### config.mk
export PLATFORM = sky130hd
export DESIGN_NAME = debounced_press_classifier
export DESIGN_NICKNAME = d
export VERILOG_FILES = /design/src/sv/dpc_pkg.sv /design/src/sv/dpc_cfg_regs.sv /design/src/sv/dpc_in_stage.sv /design/src/sv/dpc_core.sv /design/src/sv/debounced_press_classifier.sv
export SDC_FILE = /design/constraint.sdc
export NUM_CORES = 2
export LEC_CHECK = 0
export ABC_AREA = 1
export BUFFER_PORTS_ARGS = -buffer_cell sky130_fd_sc_hd__clkbuf_2
export CAP_MARGIN = 5
export CELL_PAD_IN_SITES_DETAIL_PLACEMENT = 2
export CELL_PAD_IN_SITES_GLOBAL_PLACEMENT = 2
export CORE_MARGIN = 2
export CORE_UTILIZATION = 35
export CTS_CLUSTER_DIAMETER = 200
export DETAILED_ROUTE_END_ITERATION = 10
export GPL_TIMING_DRIVEN = 0
export PLACE_DENSITY_LB_ADDON = 0.1
export SLEW_MARGIN = 15
export SYNTH_ARGS = -nofsm -noshare
export SYNTH_HDL_FRONTEND = slang
export SYNTH_SLANG_ARGS = --single-unit
### constraint.sdc
create_clock -name clk -period 10.15 [get_ports clk]
set_clock_uncertainty 0.05 [all_clocks]
set_input_delay 0.5075 -clock clk [delete_from_list [all_inputs] [get_ports clk]]
set_output_delay 0.5075 -clock clk [all_outputs]
set_load 0.01 [all_outputs]
### src/sv/dpc_pkg.sv
`default_nettype none

package dpc_pkg;

    localparam int TIME_W     = 32;
    localparam int DEBOUNCE_W = 20;
    localparam int DUR_W      = 23;
    localparam int COUNT_W    = 32;
    localparam int LED_W      = 2;
    localparam int APB_DATA_W = 32;
    localparam int APB_ADDR_W = 4;
    localparam int TDATA_IN_W  = 32;
    localparam int TDATA_OUT_W = 64;

    localparam logic [DEBOUNCE_W-1:0] DEBOUNCE_RESET    = DEBOUNCE_W'(50000);
    localparam logic [DUR_W-1:0]      SHORT_LIMIT_RESET = DUR_W'(200);
    localparam logic [DUR_W-1:0]      LONG_LIMIT_RESET  = DUR_W'(1000);

    // x / 1000 == (x * DIV_MAGIC) >> DIV_SHIFT holds exactly for every 32-bit x.
    localparam int DIV_SHIFT = 38;
    localparam int MAGIC_W   = 29;
    localparam int PROD_W    = TIME_W + MAGIC_W;
    localparam logic [MAGIC_W-1:0] DIV_MAGIC = MAGIC_W'(274877907);

    typedef enum logic [1:0]
    {
        REG_DEBOUNCE    = 2'd0,
        REG_SHORT_LIMIT = 2'd1,
        REG_LONG_LIMIT  = 2'd2
    } reg_index_t;

    typedef enum logic [LED_W-1:0]
    {
        LED_NONE  = 2'd0,
        LED_RED   = 2'd1,
        LED_GREEN = 2'd2,
        LED_BLUE  = 2'd3
    } led_t;

    typedef enum logic
    {
        EDGE_PRESS   = 1'b0,
        EDGE_RELEASE = 1'b1
    } edge_kind_t;

    typedef struct packed
    {
        logic [DEBOUNCE_W-1:0] debounce_us;
        logic [DUR_W-1:0]      short_limit_ms;
        logic [DUR_W-1:0]      long_limit_ms;
    } cfg_t;

    typedef struct packed
    {
        logic              valid;
        edge_kind_t        opcode;
        logic [TIME_W-1:0] time_us;
    } edge_beat_t;

    function automatic logic [DUR_W-1:0] us_to_ms(input logic [TIME_W-1:0] us);
        logic [PROD_W-1:0] prod;
        prod = PROD_W'(us) * PROD_W'(DIV_MAGIC);
        return prod[DIV_SHIFT +: DUR_W];
    endfunction

endpackage

`default_nettype wire

### src/sv/dpc_cfg_regs.sv
`default_nettype none

module dpc_cfg_regs
(
    input  wire logic                             clk,
    input  wire logic                             rst_n,
    input  wire logic                             psel,
    input  wire logic                             penable,
    input  wire logic                             pwrite,
    input  wire logic [dpc_pkg::APB_ADDR_W-1:0]   paddr,
    input  wire logic [dpc_pkg::APB_DATA_W-1:0]   pwdata,
    output logic      [dpc_pkg::APB_DATA_W-1:0]   prdata,
    output logic                                  pready,
    output dpc_pkg::cfg_t                         cfg
);

    import dpc_pkg::*;

    cfg_t       cfg_reg;
    reg_index_t index;
    logic       write_en;

    assign pready   = 1'b1;
    assign index    = reg_index_t'(paddr[3:2]);
    assign write_en = psel && penable && pwrite && pready;
    assign cfg      = cfg_reg;

    always_ff @(posedge clk or negedge rst_n)
    begin
        if (!rst_n)
        begin
            cfg_reg.debounce_us    <= DEBOUNCE_RESET;
            cfg_reg.short_limit_ms <= SHORT_LIMIT_RESET;
            cfg_reg.long_limit_ms  <= LONG_LIMIT_RESET;
        end
        else if (write_en)
        begin
            case (index)
                REG_DEBOUNCE:    cfg_reg.debounce_us    <= pwdata[DEBOUNCE_W-1:0];
                REG_SHORT_LIMIT: cfg_reg.short_limit_ms <= pwdata[DUR_W-1:0];
                REG_LONG_LIMIT:  cfg_reg.long_limit_ms  <= pwdata[DUR_W-1:0];
                default:         ;
            endcase
        end
    end

    always_comb
    begin
        case (index)
            REG_DEBOUNCE:    prdata = APB_DATA_W'(cfg_reg.debounce_us);
            REG_SHORT_LIMIT: prdata = APB_DATA_W'(cfg_reg.short_limit_ms);
            REG_LONG_LIMIT:  prdata = APB_DATA_W'(cfg_reg.long_limit_ms);
            default:         prdata = '0;
        endcase
    end

endmodule

`default_nettype wire

### src/sv/dpc_in_stage.sv
`default_nettype none

module dpc_in_stage
(
    input  wire logic                           clk,
    input  wire logic                           rst_n,
    input  wire logic                           s_tvalid,
    output logic                                s_tready,
    input  wire logic [dpc_pkg::TIME_W-1:0]     s_time_us,
    input  wire logic                           s_opcode,
    input  wire logic                           advance,
    output dpc_pkg::edge_beat_t                 beat
);

    import dpc_pkg::*;

    edge_beat_t beat_reg;
    edge_beat_t beat_next;

    // The held beat leaves whenever the result stage can take it.
    assign s_tready = !beat_reg.valid || advance;
    assign beat     = beat_reg;

    always_comb
    begin
        beat_next = beat_reg;
        if (s_tready)
        begin
            beat_next.valid   = s_tvalid;
            beat_next.opcode  = edge_kind_t'(s_opcode);
            beat_next.time_us = s_time_us;
        end
    end

    always_ff @(posedge clk or negedge rst_n)
    begin
        if (!rst_n)
        begin
            beat_reg <= '0;
        end
        else
        begin
            beat_reg <= beat_next;
        end
    end

endmodule

`default_nettype wire

### src/sv/dpc_core.sv
`default_nettype none

module dpc_core
(
    input  wire logic                           clk,
    input  wire logic                           rst_n,
    input  wire dpc_pkg::cfg_t                  cfg,
    input  wire dpc_pkg::edge_beat_t            beat,
    output logic                                advance,
    output logic                                m_tvalid,
    input  wire logic                           m_tready,
    output logic                                m_press_done,
    output logic [dpc_pkg::LED_W-1:0]           m_led_color,
    output logic [dpc_pkg::DUR_W-1:0]           m_hold_ms,
    output logic [dpc_pkg::COUNT_W-1:0]         m_press_total
);

    import dpc_pkg::*;

    logic [TIME_W-1:0]  last_edge_reg,  last_edge_next;
    logic [TIME_W-1:0]  press_start_reg, press_start_next;
    logic               armed_reg,      armed_next;
    logic [COUNT_W-1:0] counter_reg,    counter_next;
    led_t               led_reg,        led_next;
    logic [DUR_W-1:0]   duration_reg,   duration_next;
    logic               done_reg,       done_next;
    logic               out_valid_reg,  out_valid_next;

    logic               take;
    logic [TIME_W-1:0]  gap;
    logic [TIME_W-1:0]  held_us;
    logic [DUR_W-1:0]   dur_ms;

    assign advance = !out_valid_reg || m_tready;
    assign take    = beat.valid && advance;
    assign gap     = beat.time_us - last_edge_reg;
    assign held_us = beat.time_us - press_start_reg;
    assign dur_ms  = us_to_ms(held_us);

    always_comb
    begin
        last_edge_next   = last_edge_reg;
        press_start_next = press_start_reg;
        armed_next       = armed_reg;
        counter_next     = counter_reg;
        led_next         = led_reg;
        duration_next    = duration_reg;
        done_next        = done_reg;
        out_valid_next   = out_valid_reg;

        if (advance)
        begin
            out_valid_next = beat.valid;
        end

        if (take)
        begin
            done_next = 1'b0;
            if (gap >= TIME_W'(cfg.debounce_us))
            begin
                last_edge_next = beat.time_us;
                if (beat.opcode == EDGE_PRESS)
                begin
                    press_start_next = beat.time_us;
                    armed_next       = 1'b1;
                end
                else if (armed_reg)
                begin
                    armed_next    = 1'b0;
                    duration_next = dur_ms;
                    done_next     = 1'b1;
                    if (dur_ms < cfg.short_limit_ms)
                    begin
                        led_next = LED_RED;
                    end
                    else
                    begin
                        led_next     = (dur_ms <= cfg.long_limit_ms) ? LED_GREEN : LED_BLUE;
                        counter_next = counter_reg + COUNT_W'(1);
                    end
                end
            end
        end
    end

    always_ff @(posedge clk or negedge rst_n)
    begin
        if (!rst_n)
        begin
            last_edge_reg   <= '0;
            press_start_reg <= '0;
            armed_reg       <= 1'b0;
            counter_reg     <= '0;
            led_reg         <= LED_NONE;
            duration_reg    <= '0;
            done_reg        <= 1'b0;
            out_valid_reg   <= 1'b0;
        end
        else
        begin
            last_edge_reg   <= last_edge_next;
            press_start_reg <= press_start_next;
            armed_reg       <= armed_next;
            counter_reg     <= counter_next;
            led_reg         <= led_next;
            duration_reg    <= duration_next;
            done_reg        <= done_next;
            out_valid_reg   <= out_valid_next;
        end
    end

    // The outputs are driven straight from the state registers.
    assign m_tvalid      = out_valid_reg;
    assign m_press_done  = done_reg;
    assign m_led_color   = led_reg;
    assign m_hold_ms     = duration_reg;
    assign m_press_total = counter_reg;

    a_counter_holds: assert property (@(posedge clk) disable iff (!rst_n)
        !take |=> $stable(counter_reg))
        else $error("press counter changed without a processed beat");

    a_count_step: assert property (@(posedge clk) disable iff (!rst_n)
        (take && done_next && led_next != LED_RED)
        |=> counter_reg == $past(counter_reg) + COUNT_W'(1))
        else $error("press counter did not step on a counted press");

    a_unarmed_release: assert property (@(posedge clk) disable iff (!rst_n)
        (take && !armed_reg && beat.opcode == EDGE_RELEASE) |=> !done_reg)
        else $error("release without an armed press reported as done");

    a_done_disarms: assert property (@(posedge clk) disable iff (!rst_n)
        (take && done_next) |=> (!armed_reg && last_edge_reg == $past(beat.time_us)))
        else $error("completed press left the block armed");

endmodule

`default_nettype wire

### src/sv/debounced_press_classifier.sv
`default_nettype none

// Debounced press classifier: each input beat is one timestamped button edge
// (tuser 0 press, 1 release; tdata the microsecond timestamp), and every beat
// produces exactly one result beat holding the press-done flag, the lit LED,
// the last press duration in milliseconds and the count of green and blue
// presses. The block accepts one beat per clock cycle while m_tready does not
// stall the output; an accepted beat is registered in the input stage and its
// result in the result stage. The rate is set by the update of the last-edge
// time and armed state in the result stage, which also does the microsecond to
// millisecond division by a constant multiply. Configuration registers sit on
// the APB port at byte addresses 0 (debounce_us), 4 (short_limit_ms) and 8
// (long_limit_ms) and should only be written while no beat is in flight.
module debounced_press_classifier
(
    input  wire logic                               clk,
    input  wire logic                               rst_n,
    input  wire logic                               psel,
    input  wire logic                               penable,
    input  wire logic                               pwrite,
    input  wire logic [dpc_pkg::APB_ADDR_W-1:0]     paddr,
    input  wire logic [dpc_pkg::APB_DATA_W-1:0]     pwdata,
    output logic      [dpc_pkg::APB_DATA_W-1:0]     prdata,
    output logic                                    pready,
    input  wire logic                               s_tvalid,
    output logic                                    s_tready,
    // Fields from bit 0: time_us[31:0].
    input  wire logic [dpc_pkg::TDATA_IN_W-1:0]     s_tdata,
    // Fields from bit 0: opcode[0].
    input  wire logic                               s_tuser,
    output logic                                    m_tvalid,
    input  wire logic                               m_tready,
    // Fields from bit 0: led_color[1:0], hold_ms[24:2],
    // press_total[56:25], zero fill[63:57].
    output logic      [dpc_pkg::TDATA_OUT_W-1:0]    m_tdata,
    // Fields from bit 0: press_done[0].
    output logic                                    m_tuser
);

    import dpc_pkg::*;

    cfg_t               cfg;
    edge_beat_t         beat;
    logic               advance;
    logic [LED_W-1:0]   led_color;
    logic [DUR_W-1:0]   hold_ms;
    logic [COUNT_W-1:0] press_total;

    dpc_cfg_regs u_cfg_regs
    (
        .clk     (clk),
        .rst_n   (rst_n),
        .psel    (psel),
        .penable (penable),
        .pwrite  (pwrite),
        .paddr   (paddr),
        .pwdata  (pwdata),
        .prdata  (prdata),
        .pready  (pready),
        .cfg     (cfg)
    );

    dpc_in_stage u_in_stage
    (
        .clk       (clk),
        .rst_n     (rst_n),
        .s_tvalid  (s_tvalid),
        .s_tready  (s_tready),
        .s_time_us (s_tdata[TIME_W-1:0]),
        .s_opcode  (s_tuser),
        .advance   (advance),
        .beat      (beat)
    );

    dpc_core u_core
    (
        .clk           (clk),
        .rst_n         (rst_n),
        .cfg           (cfg),
        .beat          (beat),
        .advance       (advance),
        .m_tvalid      (m_tvalid),
        .m_tready      (m_tready),
        .m_press_done  (m_tuser),
        .m_led_color   (led_color),
        .m_hold_ms     (hold_ms),
        .m_press_total (press_total)
    );

    assign m_tdata = {(TDATA_OUT_W - LED_W - DUR_W - COUNT_W)'(0),
                      press_total, hold_ms, led_color};

endmodule

`default_nettype wire
---- Word level (Yosys, flattened, before mapping) ----
Cells that the tools add are included.
storage, ports and cells
  register bits after elaboration ......... 224
  bits of input ports ..................... 76
  output and inout bits ................... 100
  word-level logic and storage cells ...... 47
cells by class
  $add $sub $neg .......................... 3
  multiply operators ...................... 1
  magnitude comparators ................... 3
  equal/unequal tests ..................... 2
  mux-type cells .......................... 7
  bitwise gates (word level) .............. 2
  reductions and logical operators ........ 15
operators with widths
  operator                  count
  $pmux W23 S3              1
  $sub A32 B32 Y32          2
  $mul A32 B29 Y61 const B  1
  $add A32 B1 Y32 const B   1
  $ge A32 B20 Y1            1
  $le A23 B23 Y1            1
  $lt A23 B23 Y1            1
  $reduce_and A2 Y1         4
  $mux W1                   5
  $reduce_and A5 Y1         1
  $reduce_and A4 Y1         1
  $logic_and A1 B1 Y1       3
  $reduce_and A3 Y1         1
  $eq A2 B1 Y1 const B      1
  $eq A2 B2 Y1 const B      1
  $logic_not A1 Y1          2
  $logic_not A2 Y1          1
  $logic_or A1 B1 Y1        2
  $mux W2                   1
  $not A1 Y1                2

---- Longest topological paths before layout ----
  depth after elaboration ................. 5
  gate-level depth with buffers ........... 55
  gate-level depth less buffers ........... 55

---- Cells and area by module ----
From an unflattened synthesis, not the netlist that was laid out.
unflattened totals
  cell total of the unflattened synthesis .. 3819
  area, all modules ....................... 30505.5 um2
by module, submodules not included
  module                      instances  cells an instance  area each (um2)  sequential area each (um2)
  dpc_core                    1          3263               25954.9          3103.0
  dpc_cfg_regs                1          401                3090.5           1670.4
  dpc_in_stage                1          147                1403.8           850.8
  debounced_press_classifier  1          8                  56.3             0.0

---- Worst setup path after synthesis ----
No wires, ideal clock.
  path kind ............................... register -> register
  start point ............................. register u_in_stage.beat_reg (netlist bit u_in_stage.beat[0])
  end point ............................... register u_core.counter_reg[25] (netlist: u_core.m_press_total[25])
  library setup time ...................... 0.117 ns
  arrival ................................. 9.724 ns
  data required time ...................... 9.983 ns
  setup slack ............................. 0.259 ns
  cell stages (with the launch flop) ...... 48
  path buffers ............................ 1
  clock period less this slack ............ 9.891 ns
  path through ............................ dfrtp_1 inv_1 ha_1 inv_1 fa_1 nand3_1 nand2_1 nand2_1 nand2_1 a21boi_0 o21ai_0 a21o_1 nand2_1 nand2_1 xor2_1 ha_1 fa_1 fa_1 [... 12 more ...] nand2_1 a21oi_1 nand2_1 a21boi_1 o21ai_0 or2_2 and2_1 inv_1 ha_1 a21oi_1 nor2_1 a211oi_1 o221ai_1 a21oi_1 nand2_1 buf_2 nand3_1 nand2_1
between the ends
  word-level cells in the longest chain between the ends .. 5
  elaborated cells on any way between the ends .. 7
  those cells by class .................... add/sub (2); mul (1); order compare (2); bitwise (1); reduce/logical (1)
RTL lines
  what                         RTL line            source
  start: declaration           dpc_in_stage.sv:17  edge_beat_t beat_reg;
  start signal: assignment     dpc_in_stage.sv:43  beat_reg <= beat_next;
  $sub A32 B32 Y32             dpc_core.sv:37      assign held_us = beat.time_us - press_start_reg;
  $mul A32 B29 Y61             dpc_pkg.sv:62       prod = PROD_W'(us) * PROD_W'(DIV_MAGIC);
  via u_core.dur_ms[8]         dpc_core.sv:32      logic [DUR_W-1:0] dur_ms;
  $lt A23 B23 Y1               dpc_core.sv:72      if (dur_ms < cfg.short_limit_ms)
  $not A1 Y1 (no line)         n/a
  $reduce_and A5 Y1 (no line)  n/a
  end signal: assignment       dpc_core.sv:104     counter_reg <= counter_next;
  end: declaration             dpc_core.sv:23      logic [COUNT_W-1:0] counter_reg, counter_next;
The timed path passes the listed nets, and every way through them passes these cells.
A chain may end at the register's enable or synchronous reset.

---- Worst setup path in the final report ----
  start point ............................. register u_in_stage.beat_reg (netlist bit u_in_stage.beat[2])
  end point ............................... register u_core.counter_reg[2] (netlist: u_core.m_press_total[2])
The elaborated chain is that of the path after synthesis.

==> metrics.md <==
| Metric | Value |
|---|---|
| Full die area | 89500 um2 |
| Vias in the first global route | 30200 |
| Layout cell share with drive strength beyond 1 | 16.9% |
| Max reg flops | 66 |
| Synthesized flop and latch total | 224 |
| # port buffers | 147 |
| Final hold viol count | 0 |
| Tcrit/Tclk final | 98.1% |
| H-tree levels | 1 |
| Pin slew with the least headroom to its limit | 0.857 ns |
| Worst setup margin | 0.195 ns |
| Setup Crit Path Kind | reg2reg |
| # Max-Cap Violations | 0 |
| Asr flop ratio synth | 100% |
| CTS tree | yes |
| Final Critical Period | 9.95 ns |
| Post-synthesis sequential area ratio | 18.4% |
| Routed vias | 26700 |
| Initial DRC Count | 856 |
| Netlist cell types | 56 |
| GR Overflow Total | 0 |
| Final GP Congestion | 0.957 |
| Nets | 5026 |
| Core ar. | 86600 um2 |
| Clk_lat worst skew | 0.58 ns |
| IO Pins | 176 |
| Fillers | 9785 |
| First-pass GRT wire length | 181000 um |
| Area leader, netlist | ha_1 |
| Ranking of synthesized cells by area | ha_1 (21%), fa_1 (20%), dfrtp_1 (17%) |
| Top-count cell post-synth | inv_1 |
| Area growth syn-to-layout | 22.2% |
| Synth top cells by count | inv_1 (878), nand2_1 (804), ha_1 (515) |
| Final Slew Violations | 0 |
| Ant diodes | 0 |
| ANT nets after route | 0 |
| Number of core rows | 108 |
| Status | complete, no violations |
| Via-per-instance ratio | 5.03 |
| Initial antenna violation count | 4 |
| Slew headroom | 42.8% |
| Setup crit end kind | flop |
| DP Wirelength | 98200 um |
| Clk slew on worst S/H paths | 0.07 ns |
| Max clock buf depth | 3 |
| Hold WC Path Type | in2reg |
| Number of synthesized flops with an enable pin | 0 |
| Ys Warns | 0 |
| Post-route DRC violation count | 0 |
| Post-synth top area share | 21.1% |
| Initial Utilization | 35.2% |
| Largest delay contributor family on the critical path | adder cells |
| Mean post-synth cell area | 8.01 um2 |
| Die width | 299 um |
| Main synth FF type | dfrtp_1 |
| Clock sinks | 224 |
| WP data arrival | 10.35 ns |
| Critical path fanouts, max | 10 |
| Critical Path Start Type | flop |
| CP max-delay cell | fa_2 |
| Cell mode on critical path | nand2_1 |
| Mapped Area | 30500 um2 |
| Gr usage total | 26.5% |
| Pre-CTS setup slack | -2.28 ns |
| CTS Buf Count | 26 |
| Buf/Inv on CP | 9 |
| Worst Path Required | 10.55 ns |
| Post-Route WL | 124000 um |
| WL/cell | 23.3 um |
| Die Y | 299 um |
| CP peak stage delay | 0.58 ns |
| Fmax | 0.100 GHz |
| Clock root buffer | clkbuf_16 |
| Initial DRT Pass Iterations | 5 |
| # setup viols final | 0 |
| Cells after synthesis | 3809 |
| Pin count of the biggest net entering global routing | 93 |
==> cell families after synthesis <==
group                      synth area share [%]
and+or+nand+nor                            16.3
buffers and inverters                      12.3
adders and majority gates                  40.8
AOI/OAI and AO/OA                          9.15
DFF                                        18.4
xor gates and xnor gates                   3.02
other                                    0.0246
==> stage by stage <==
stage                     hold WS, ns  instances  TNS, ns  utilization [%]  instance area (um2)
after floorplan                 0.162       3824        0                -                30600
after global placement          0.405       5126  -103.42             37.8                32700
after detailed placement        0.412       5146   -76.96             38.3                33200
after CTS                      0.0754       5251        0             41.1                35600
after global routing            0.115       5310    -3.95             43.0                37300
final                           0.111       5310        0             43.0                37300
==> per-layer routing <==
metal  part of all wire, %  track usage, %  up-vias
li1                      -               -    12500
met5                     0               0        -
met4                   5.7            11.4        0
met3                   2.2            1.66      254
met1                    39            30.7    13500
met2                    53            50.1      440
==> placed cells by master (no fill, tap or decap), types with 26 or more instances in the layout <==
cell type and n:
dfrtp_1 204, nor3_1 32, buf_4 113, clkbuf_16 26, nand2_1 773, buf_6 31
ha_1 452, nand2_2 31, clkbuf_2 148, o21ai_0 181, ha_4 51, xor2_1 44
nor2_1 190, nand3_1 93, inv_1 856, o21ai_1 39, clkbuf_1 26, fa_1 275
a21oi_1 120
==> worst register-to-register path, delay by kind of cell (launching register included) <==
kind	cells	cell delay, ns
fa+ha+maj	11	4.60
compound gates	11	2.22
simple gates	10	1.03
buf+inv	9	1.01
xor+xnor	2	0.46
flops	1	0.43
==> final cells by class <==
type	count	area, um2	area share, %
clock inverters	16	235	0.631
plain buffers	70	468	1.26
well taps	1155	1450	3.88
inverters	879	3320	8.92
clock buffers	32	703	1.89
repair buffers	284	2160	5.79
multi-input cells	2650	23300	62.5
flip-flops and latches	224	5630	15.1
==> path summary, 6_finish.rpt <==
check,startpoint,endpoint,slack (ns),depth (start not counted)
setup / recovery,u_in_stage.beat[2]$_DFFE_PN0P_,u_core.m_press_total[2]$_DFFE_PN0P_,0.20,43
hold / removal,s_tdata[27],u_in_stage.beat[27]$_DFFE_PN0P_,0.11,3
setup reg to reg,u_in_stage.beat[2]$_DFFE_PN0P_,u_core.m_press_total[2]$_DFFE_PN0P_,0.20,43
hold reg to reg,u_core.m_hold_ms[16]$_DFFE_PN0P_,u_core.m_hold_ms[16]$_DFFE_PN0P_,0.43,2
max in group asynchronous,rst_n,u_core.last_edge_reg[31]$_DFFE_PN0P_,8.67,3
min in group asynchronous,rst_n,u_cfg_regs.cfg[40]$_DFFE_PN0P_,0.45,2
==> repair_timing <==
item	in CTS	in global routing
resized for setup	180	216
pin swaps	48	131
hold buffers	1	0
setup buffers	55	60
endpoints found under the setup margin	51	34
hold endpoints to repair	51	0
cloned	1	0
Power is left out: the tool's default activity adds up to more than one toggle a clock period on the data nets, which glitch-free logic cannot reach.
